File: config.mk
export PLATFORM = sky130hd
export DESIGN_NAME = seen_device_table_with_aging_core
export DESIGN_NICKNAME = d
export VERILOG_FILES = /design/src/rtl/sdtab_pkg.sv /design/src/rtl/sdtab_cell.sv /design/src/rtl/sdtab_head.sv /design/src/rtl/seen_device_table_with_aging_core.sv
export SDC_FILE = /design/constraint.sdc
export NUM_CORES = 2
export LEC_CHECK = 0
export BUFFER_PORTS_ARGS = -buffer_cell sky130_fd_sc_hd__buf_4
export CORE_MARGIN = 3
export CORE_UTILIZATION = 35
export DETAILED_ROUTE_END_ITERATION = 8
export SETUP_SLACK_MARGIN = 0.5
export SLEW_MARGIN = 20
export SYNTH_ARGS = -nofsm -noshare
export SYNTH_HDL_FRONTEND = slang
export SYNTH_HIERARCHICAL = 1
export SYNTH_SLANG_ARGS = --single-unit
File: constraint.sdc
create_clock -name i_clk -period 164.3 [get_ports i_clk]
set_input_delay 41.075 -clock i_clk [delete_from_list [all_inputs] [get_ports i_clk]]
set_output_delay 41.075 -clock i_clk [all_outputs]
set_load 0.05 [all_outputs]
File: src/rtl/sdtab_pkg.sv
// Shared types, sizes and codes of the seen-device table.
`default_nettype none

package sdtab_pkg;

    // Table size and field widths
    localparam int unsigned TABLE_DEPTH     = 64;
    localparam int unsigned ADDR_W          = 48;
    localparam int unsigned TIME_W          = 32;
    localparam int unsigned CNT_OUT_W       = 7;
    localparam int unsigned STEP_W          = (TABLE_DEPTH > 1) ? $clog2(TABLE_DEPTH) : 1;
    localparam int unsigned CNT_W           = $clog2(TABLE_DEPTH + 1);
    localparam logic [TIME_W-1:0] AGE_LIMIT_RESET = TIME_W'(40000);

    // Command codes of an input beat
    typedef enum logic {
        CMD_SIGHTING = 1'b0,
        CMD_SWEEP    = 1'b1
    } t_cmd;

    // Result status codes
    typedef enum logic [2:0] {
        STATUS_REFRESHED = 3'd0,
        STATUS_ADDED     = 3'd1,
        STATUS_FULL      = 3'd2,
        STATUS_IGNORED   = 3'd3,
        STATUS_SWEPT     = 3'd4
    } t_status;

    // Control states of the walk
    typedef enum logic {
        ST_IDLE = 1'b0,
        ST_WALK = 1'b1
    } t_state;

    // Input beat
    typedef struct packed {
        t_cmd              command;
        logic [ADDR_W-1:0] device_address;
        logic              service_match;
        logic [TIME_W-1:0] time_ms;
    } t_in_beat;

    // Result beat
    typedef struct packed {
        t_status              status;
        logic [CNT_OUT_W-1:0] alive_count;
        logic [CNT_OUT_W-1:0] entry_count;
    } t_out_beat;

    // One table entry as held in a cell
    typedef struct packed {
        logic              used;
        logic              alive;
        logic [TIME_W-1:0] last_seen;
        logic [ADDR_W-1:0] address;
    } t_entry;

    // What the head unit reports for the entry it just handled
    typedef struct packed {
        logic hit;
        logic add;
        logic alive;
    } t_head_flags;

endpackage

`default_nettype wire

File: src/rtl/sdtab_cell.sv
// One table cell: holds an entry and takes its neighbor's entry on each shift.
`default_nettype none

module sdtab_cell (
    input  wire                  i_clk,
    input  wire                  i_rst_n,
    input  wire                  i_shift,
    input  wire sdtab_pkg::t_entry i_entry,
    output sdtab_pkg::t_entry    o_entry
);
    import sdtab_pkg::*;

    logic              r_used;
    logic              r_alive;
    logic [TIME_W-1:0] r_last_seen;
    logic [ADDR_W-1:0] r_address;

    // Clear the used and alive marks at reset; advance on shift
    always_ff @(posedge i_clk) begin
        if (!i_rst_n) begin
            r_used  <= 1'b0;
            r_alive <= 1'b0;
        end else if (i_shift) begin
            r_used  <= i_entry.used;
            r_alive <= i_entry.alive;
        end
    end

    // Move the payload with the marks
    always_ff @(posedge i_clk) begin
        if (i_shift) begin
            r_last_seen <= i_entry.last_seen;
            r_address   <= i_entry.address;
        end
    end

    assign o_entry = '{used: r_used, alive: r_alive, last_seen: r_last_seen,
                       address: r_address};

endmodule

`default_nettype wire

File: src/rtl/sdtab_head.sv
// Head unit: applies the current beat to the entry leaving the front cell.
`default_nettype none

module sdtab_head (
    input  wire sdtab_pkg::t_in_beat         i_job,
    input  wire [sdtab_pkg::TIME_W-1:0]      i_age_limit,
    input  wire                              i_found,
    input  wire                              i_added,
    input  wire sdtab_pkg::t_entry           i_entry,
    output sdtab_pkg::t_entry                o_entry,
    output sdtab_pkg::t_head_flags           o_flags
);
    import sdtab_pkg::*;

    logic              seek;
    logic              hit;
    logic              add;
    logic              stale;
    logic [TIME_W-1:0] age;

    // Age wraps modulo 2^32
    assign age   = i_job.time_ms - i_entry.last_seen;
    assign stale = (i_job.command == CMD_SWEEP) && i_entry.used && (age > i_age_limit);

    // Held entries come first, so the first free cell ends the search
    assign seek = (i_job.command == CMD_SIGHTING) && i_job.service_match
                  && !i_found && !i_added;
    assign hit  = seek && i_entry.used && (i_entry.address == i_job.device_address);
    assign add  = seek && !i_entry.used;

    // Rewrite the entry on a hit, an append or an expiry
    always_comb begin
        o_entry = i_entry;
        if (hit || add) begin
            o_entry.used      = 1'b1;
            o_entry.alive     = 1'b1;
            o_entry.last_seen = i_job.time_ms;
            o_entry.address   = i_job.device_address;
        end else if (stale) begin
            o_entry.alive = 1'b0;
        end
    end

    assign o_flags = '{hit: hit, add: add, alive: o_entry.used && o_entry.alive};

endmodule

`default_nettype wire

File: src/rtl/seen_device_table_with_aging_core.sv
// Top level of the seen-device table with aging: ring of cells and walk control.
//
//  port group   direction  handshake               payload
//  i_in         in         i_in_valid/o_in_ready   t_in_beat
//  o_out        out        o_out_valid/i_out_ready t_out_beat
//  i_cfg_wr_*   in         i_cfg_wr_en             age limit, 32 bits
//
// Each beat walks the whole ring once, one entry through the head unit per cycle
// unless the final step is stalled, and the walk returns to idle before the
// next beat is taken.
// Reset clears the used and alive marks of every cell at once; no clear pass.
// A held result does not block input; the final walk step waits while the
// previous result is still held.
`default_nettype none

module seen_device_table_with_aging_core (
    input  wire                              i_clk,
    input  wire                              i_rst_n,
    input  wire                              i_in_valid,
    output logic                             o_in_ready,
    input  wire sdtab_pkg::t_in_beat         i_in,
    output logic                             o_out_valid,
    input  wire                              i_out_ready,
    output sdtab_pkg::t_out_beat             o_out,
    input  wire                              i_cfg_wr_en,
    input  wire [sdtab_pkg::TIME_W-1:0]      i_cfg_wr_data
);
    import sdtab_pkg::*;

    t_state            r_state, n_state;
    t_in_beat          r_job;
    logic [TIME_W-1:0] r_age_limit;
    logic [STEP_W-1:0] r_step, n_step;
    logic              r_found, n_found;
    logic              r_added, n_added;
    logic [CNT_W-1:0]  r_alive_cnt, n_alive_cnt;
    logic [CNT_W-1:0]  r_entries, n_entries;
    t_out_beat         r_out, n_out;
    logic              r_out_valid, n_out_valid;

    logic              in_fire;
    logic              step_last;
    logic              step_go;
    t_status           final_status;
    t_entry            head_entry;
    t_head_flags       head_flags;
    t_entry            ring [TABLE_DEPTH];

    // Ring of cells; the head unit feeds the back of the ring
    for (genvar gi = 0; gi < TABLE_DEPTH; gi++) begin : g_cell
        t_entry cell_in;
        if (gi == TABLE_DEPTH - 1) begin : g_tail
            assign cell_in = head_entry;
        end else begin : g_mid
            assign cell_in = ring[gi + 1];
        end
        sdtab_cell u_cell (
            .i_clk   (i_clk),
            .i_rst_n (i_rst_n),
            .i_shift (step_go),
            .i_entry (cell_in),
            .o_entry (ring[gi])
        );
    end

    sdtab_head u_head (
        .i_job       (r_job),
        .i_age_limit (r_age_limit),
        .i_found     (r_found),
        .i_added     (r_added),
        .i_entry     (ring[0]),
        .o_entry     (head_entry),
        .o_flags     (head_flags)
    );

    // Handshake outputs and walk progress
    always_comb begin
        o_in_ready  = (r_state == ST_IDLE);
        in_fire     = i_in_valid && o_in_ready;
        step_last   = (r_step == STEP_W'(TABLE_DEPTH - 1));
        step_go     = (r_state == ST_WALK) && (!step_last || !r_out_valid || i_out_ready);
        o_out_valid = r_out_valid;
        o_out       = r_out;
    end

    // Next state
    always_comb begin
        n_state = r_state;
        unique case (r_state)
            ST_IDLE: if (in_fire) n_state = ST_WALK;
            ST_WALK: if (step_go && step_last) n_state = ST_IDLE;
            default: n_state = ST_IDLE;
        endcase
    end

    // Pick the status of the finished beat
    always_comb begin
        if (r_job.command == CMD_SWEEP) begin
            final_status = STATUS_SWEPT;
        end else if (!r_job.service_match) begin
            final_status = STATUS_IGNORED;
        end else if (r_found || head_flags.hit) begin
            final_status = STATUS_REFRESHED;
        end else if (r_added || head_flags.add) begin
            final_status = STATUS_ADDED;
        end else begin
            final_status = STATUS_FULL;
        end
    end

    // Walk counters, search flags and the result register
    always_comb begin
        n_step      = r_step;
        n_found     = r_found;
        n_added     = r_added;
        n_alive_cnt = r_alive_cnt;
        n_entries   = r_entries;
        n_out       = r_out;
        n_out_valid = r_out_valid && !i_out_ready;
        if (in_fire) begin
            n_step      = '0;
            n_found     = 1'b0;
            n_added     = 1'b0;
            n_alive_cnt = '0;
        end else if (step_go) begin
            n_step      = step_last ? '0 : r_step + STEP_W'(1);
            n_found     = r_found || head_flags.hit;
            n_added     = r_added || head_flags.add;
            n_alive_cnt = r_alive_cnt + CNT_W'(head_flags.alive);
            n_entries   = r_entries + CNT_W'(head_flags.add);
            if (step_last) begin
                n_out_valid       = 1'b1;
                n_out.status      = final_status;
                n_out.alive_count = CNT_OUT_W'(n_alive_cnt);
                n_out.entry_count = CNT_OUT_W'(n_entries);
            end
        end
    end

    // Control registers
    always_ff @(posedge i_clk) begin
        if (!i_rst_n) begin
            r_state     <= ST_IDLE;
            r_step      <= '0;
            r_found     <= 1'b0;
            r_added     <= 1'b0;
            r_alive_cnt <= '0;
            r_entries   <= '0;
            r_out_valid <= 1'b0;
            r_age_limit <= AGE_LIMIT_RESET;
        end else begin
            r_state     <= n_state;
            r_step      <= n_step;
            r_found     <= n_found;
            r_added     <= n_added;
            r_alive_cnt <= n_alive_cnt;
            r_entries   <= n_entries;
            r_out_valid <= n_out_valid;
            if (i_cfg_wr_en) begin
                r_age_limit <= i_cfg_wr_data;
            end
        end
    end

    // Payload registers
    always_ff @(posedge i_clk) begin
        if (in_fire) begin
            r_job <= i_in;
        end
        r_out <= n_out;
    end

`ifndef SYNTHESIS
    a_accept_starts_walk: assert property (@(posedge i_clk) disable iff (!i_rst_n)
        in_fire |=> (r_state == ST_WALK) && (r_step == '0))
        else $error("accepted beat did not start a walk");

    a_entries_bounded: assert property (@(posedge i_clk) disable iff (!i_rst_n)
        r_entries <= CNT_W'(TABLE_DEPTH))
        else $error("entry count beyond table depth");

    a_alive_bounded: assert property (@(posedge i_clk) disable iff (!i_rst_n)
        r_alive_cnt <= r_entries)
        else $error("alive count beyond entry count");

    a_single_search_result: assert property (@(posedge i_clk) disable iff (!i_rst_n)
        !(r_found && r_added))
        else $error("beat both refreshed and appended an entry");

    a_idle_step_zero: assert property (@(posedge i_clk) disable iff (!i_rst_n)
        (r_state == ST_IDLE) |-> (r_step == '0))
        else $error("walk counter not parked while idle");
`endif

endmodule

`default_nettype wire

## Word-level counts from Yosys, hierarchy flattened

Cells that the tools add are included.

| storage, ports and cells | value |
|---|---|
| flip-flop bits (word level) | 5,403 |
| input bits | 119 |
| output and inout bits | 19 |

| cells by class | value |
|---|---|
| $add $sub $neg | 4 |
| $lt $le $gt $ge | 1 |
| equal/unequal tests | 2 |
| mux-type cells | 14 |
| bitwise operators | 4 |
| reduce and logical (&&, ||, !) cells | 27 |

Operator list:

| operator | count |
|---|---|
| $mux W80 | 1 |
| $eq A48 B48 Y1 | 1 |
| $gt A32 B32 Y1 | 1 |
| $sub A32 B32 Y32 | 1 |
| $add A7 B1 Y7 | 2 |
| $logic_and A1 B1 Y1 | 13 |
| $mux W1 | 8 |
| $add A6 B1 Y6 const B | 1 |
| $eq A6 B6 Y1 const B | 1 |
| $logic_not A1 Y1 | 6 |
| $mux W2 | 3 |
| $mux W6 | 1 |
| $logic_or A1 B1 Y1 | 5 |
| $not A1 Y1 | 4 |
| $reduce_and A3 Y1 | 1 |
| $pmux W1 S2 | 1 |
| $reduce_and A2 Y1 | 1 |
| $reduce_or A2 Y1 | 1 |

## Logic depth before layout (Yosys ltp)

| logic depth | value |
|---|---|
| word-level depth | 10 |
| depth in mapped cells | 26 |
| depth with buffers taken out | 26 |

## By module

Netlist, hierarchy kept.

By module, submodules not included:

| module | times used | cells an instance | area each (sq um) |
|---|---|---|---|
| sdtab_cell | 64 | 88 | 2,489.9 |
| seen_device_table_with_aging_core | 1 | 347 | 5,388.9 |
| sdtab_head | 1 | 569 | 4,008.8 |

## Worst setup path before layout

OpenSTA, ideal clock, no wires.

| timing path | value |
|---|---|
| path kind | input-to-reg |
| start point | input port i_out_ready |
| end point | register g_cell[0].u_cell.r_address[0], enable pin |
| setup time | 40.025 ns |
| data arrival time | 137.217 ns |
| required time | 124.275 ns |
| setup slack | -12.942 ns |
| stages | 3 |
| buffers on the path | 0 |
| cells stage by stage | and4b_1 > a21o_4 > clkinv_1 |

| between the ends | value |
|---|---|
| cells in the longest elaborated chain, start to end | 2 |

Ends and longest elaborated chain:

| what | line | RTL |
|---|---|---|
| from (decl) | seen_device_table_with_aging_core.sv:23 | `input wire i_out_ready,` |
| $logic_or A1 B1 Y1 | seen_device_table_with_aging_core.sv:81 | `step_go = (r_state == ST_WALK) && (!step_last \|\| !r_out_valid \|\| i_out_ready);` |
| $logic_and A1 B1 Y1 | seen_device_table_with_aging_core.sv:81 |  |
| net step_go | seen_device_table_with_aging_core.sv:43 | `logic step_go;` |
| to (signal assigned) | sdtab_cell.sv:33 | `r_address <= i_entry.address;` |
| to (decl) | sdtab_cell.sv:16 | `logic [ADDR_W-1:0] r_address;` |

The timed path passes the listed nets, and every way through them passes these cells.
A chain may end at the register's enable or synchronous reset.

## Worst setup path in the final report

| timing path | value |
|---|---|
| start point | input port i_out_ready |
| end point | register g_cell[37].u_cell.r_last_seen[21], enable pin |

| between the ends | value |
|---|---|
| cells in the longest elaborated chain, start to end | 2 |

Ends and longest elaborated chain:

| what | line | RTL |
|---|---|---|
| $logic_or A1 B1 Y1 | seen_device_table_with_aging_core.sv:81 |  |
| $logic_and A1 B1 Y1 | seen_device_table_with_aging_core.sv:81 |  |
| net step_go | seen_device_table_with_aging_core.sv:43 |  |
| to (signal assigned) | sdtab_cell.sv:32 | `r_last_seen <= i_entry.last_seen;` |
| to (decl) | sdtab_cell.sv:15 | `logic [TIME_W-1:0] r_last_seen;` |

The timed path passes the listed nets, and every way through them passes these cells.

==> impl_metrics.env <==
export IMPL_hold_buffers=0
export IMPL_drt_initial_drc_count=5478
export IMPL_required_ps=164900
export IMPL_grt_max_degree=220
export IMPL_tightest_slew_ps=1170
export IMPL_min_path_type="reg -> reg"
export IMPL_dieArea_um2=491000
export IMPL_fmax_mhz=21.3
export IMPL_hpwl_mm=110
export IMPL_postRouteAntennaNets=0
export IMPL_die_w_um=700
export IMPL_cts_tree="done"
export IMPL_grt_pass1_vias=59046
export IMPL_nets=7312
export IMPL_status="completed"
export IMPL_r2r_setup_slack_ps=156890
export IMPL_critical_path_max_stage_delay_ps=900
export IMPL_cts_path_max_buffers=4
export IMPL_ctsRootBufferMaster="clkbuf_16"
export IMPL_crit_path_end_kind="flop"
export IMPL_critPathArrivalTime_ps=47550
export IMPL_grt_antenna_before_repair=15
export IMPL_multi_input_area_um2=6890
export IMPL_fin_crit_sh=0.286
export IMPL_max_cap_violations=0
export IMPL_vdd_drop_max_uv=10.7
export IMPL_syn_area_per_cell_um2=25.8
export IMPL_ys_flop_type="edfxtp_1"
export IMPL_setup_viol=0
export IMPL_gp_congestion=0.740
export IMPL_slew_viol_final=0
export IMPL_dr_pass1_iters=5
export IMPL_async_flop_share=0
export IMPL_yosysWarningCount=6
export IMPL_num_rows=254
export IMPL_synth_edff_count=5219
export IMPL_cp_max_fo=206
export IMPL_wl_per_cell_um=16.1
export IMPL_drc=0
export IMPL_fillCellCount=40904
export IMPL_rsz0062_at_grt="no"
export IMPL_synth_top_cell_by_area="edfxtp_1"
export IMPL_syn_to_final_growth_pct=14.8
export IMPL_cellPowerDensity_nw_per_um2=14.3
export IMPL_post_cts_buffers=0
export IMPL_grt_pass1_wl_mm=351
export IMPL_viasPerCell=4.23
export IMPL_syn_area_um2=169000
export IMPL_die_height_um=700
export IMPL_io_buffers=137
export IMPL_cts_resized=0
export IMPL_cp_slowest_cell="buf_4"
export IMPL_cp_common_cell="buf_4"
export IMPL_crit_path_start_kind="input port"
export IMPL_gr_total_overflow=0
export IMPL_power_mw=2.78
export IMPL_yosysSeqAreaShare=0.951
export IMPL_ioPinCount=138
export IMPL_cts_sinks=5403
export IMPL_htree_levels=6
export IMPL_p_leak_nw=59.2
export IMPL_grt_use_total=0.0894
export IMPL_synth_top_area_frac=0.929
export IMPL_regArea_um2=160000
export IMPL_num_vias=58971
export IMPL_fin_crit_ps=46950
export IMPL_drive_gt1_frac=0.130
export IMPL_critPathKind="in -> reg"
export IMPL_start_util=0.352
export IMPL_numCtsBuffers=528
export IMPL_final_hold_viol_count=0
export IMPL_clkTransAtPathRegs_ps=60
export IMPL_ys_ff_latch=5403
export IMPL_synth_cells=6548
export IMPL_ys_types=65
export IMPL_final_setup_tns_ps=0
export IMPL_max_slew_margin=0.218
export IMPL_syn_nets=6736
export IMPL_synthTopCellsByArea="edfxtp_1 (93%), dfxtp_1 (2.2%), mux2i_1 (0.95%), nor2b_1 (0.60%), buf_4 (0.58%)"
export IMPL_core_um2=480000
export IMPL_cp_cell_sequence="buf_4, and4b_1, a21o_4, inv_16, buf_4, buf_12, buf_4, buf_4, buf_4, buf_6"
export IMPL_fin_skew_ps=51.7
export IMPL_clk_latency_ps=1010
export IMPL_wl_mm=224
==> worst paths after layout <==
kind	from	endpoint	depth (start not counted)
worst max-delay path	i_out_ready	g_cell[37].u_cell/r_last_seen[21]$_DFFE_PP_	10
worst min-delay path	g_cell[9].u_cell/r_address[40]$_DFFE_PP_	g_cell[8].u_cell/r_address[40]$_DFFE_PP_	0
worst max register to register	r_step[0]$_SDFFE_PP0N_	g_cell[37].u_cell/r_last_seen[21]$_DFFE_PP_	10
worst min register to register	g_cell[9].u_cell/r_address[40]$_DFFE_PP_	g_cell[8].u_cell/r_address[40]$_DFFE_PP_	0
==> stage by stage <==
step | cells | setup slack [ps] | cell area [µm²] | hold WS [ps] | utilization
final | 13929 | 117350 | 194000 | 389 | 0.404
after global routing | 13927 | 116960 | 194000 | 396 | 0.404
after CTS | 13926 | 117190 | 194000 | 385 | 0.404
after detailed placement | 12994 | 116020 | 177000 | 405 | 0.370
after global placement | 12994 | 116370 | 177000 | 400 | 0.370
after floorplan | 6548 | 57320 | 169000 | 400 | -
==> layout make-up <==
cell class	instances	share of cell area
Inverter	86	0.00175
Sequential cell	5403	0.828
Timing Repair Buffer	204	0.00849
Multi-Input combinational cell	901	0.0355
Antenna cell	3	0.0000387
Clock inverter	285	0.0131
Tap cell	6400	0.0413
Clock buffer	647	0.0719
==> cells by family after synthesis <==
logic type,Yosys count,share of synthesized area
xor+xnor,80,0.00415
fa+ha+maj,69,0.00516
buf+inv,244,0.00882
flops,5403,0.951
compound gates,191,0.00720
mux,206,0.0126
simple gates,355,0.0116
==> cells in the final DEF, fill, tap and decap left out, types with 8 or more instances in the layout <==
cell type,count
a21o_1,17
a21oi_1,50
buf_4,190
bufinv_16,25
clkbuf_1,103
clkbuf_16,538
clkinv_1,115
clkinv_2,76
clkinv_8,21
clkinvlp_4,8
dfxtp_1,184
edfxtp_1,5219
ha_1,68
inv_1,85
inv_16,14
inv_6,14
mux2_2,45
mux2i_1,161
nand2_1,77
nand3_1,16
nand4_1,21
nor2_1,28
nor2b_1,162
nor4_1,8
o21ai_0,65
xnor2_1,45
xor2_1,35
==> worst max-delay path: cells and delay by family <==
family,cells,cell delay (ps)
simple gates,1,240
buf+inv,8,5290
compound gates,1,340
==> synthesized netlist by cell type, types with 7 or more instances <==
cell      instances
nand2_1          77
nor2b_1         163
clkbuf_1         12
nor4_1            9
buf_6            10
inv_1            85
a21oi_1          50
nand2b_1          7
mux2i_1         161
nand4_1          21
dfxtp_1         184
ha_1             68
mux2_2           45
nand3_1          16
buf_4           131
edfxtp_1       5219
o211ai_1          7
o21ai_0          65
nor2_1           28
xnor2_1          45
xor2_1           35
a21o_1           17
==> flip-flops by register name (all words and copies together) (netlist names), 17 cells and up <==
name                       cells
g_cell.u_cell/r_alive         64
g_cell.u_cell/r_address     3072
g_cell.u_cell/r_used          64
o_out                         17
r_job                         82
g_cell.u_cell/r_last_seen   2048
r_age_limit                   32
==> layer usage <==
metal | vias to the layer above | GRT usage | share of wire
li1 | 27064 | - | -
met1 | 30276 | 0.137 | 0.49
met2 | 1100 | 0.126 | 0.44
met3 | 531 | 0.0184 | 0.044
met4 | 0 | 0.0325 | 0.032
met5 | - | 0 | 0
==> power by group <==
part	internal, mW	leakage, nW	switching, mW	total [mW]
combinational	0.00816	4.11	0.0386	0.0468
clock	0.648	8.04	0.492	1.14
sequential	1.58	47.0	0.0160	1.59
No activity file was read; power rests on OpenSTA's default activity.
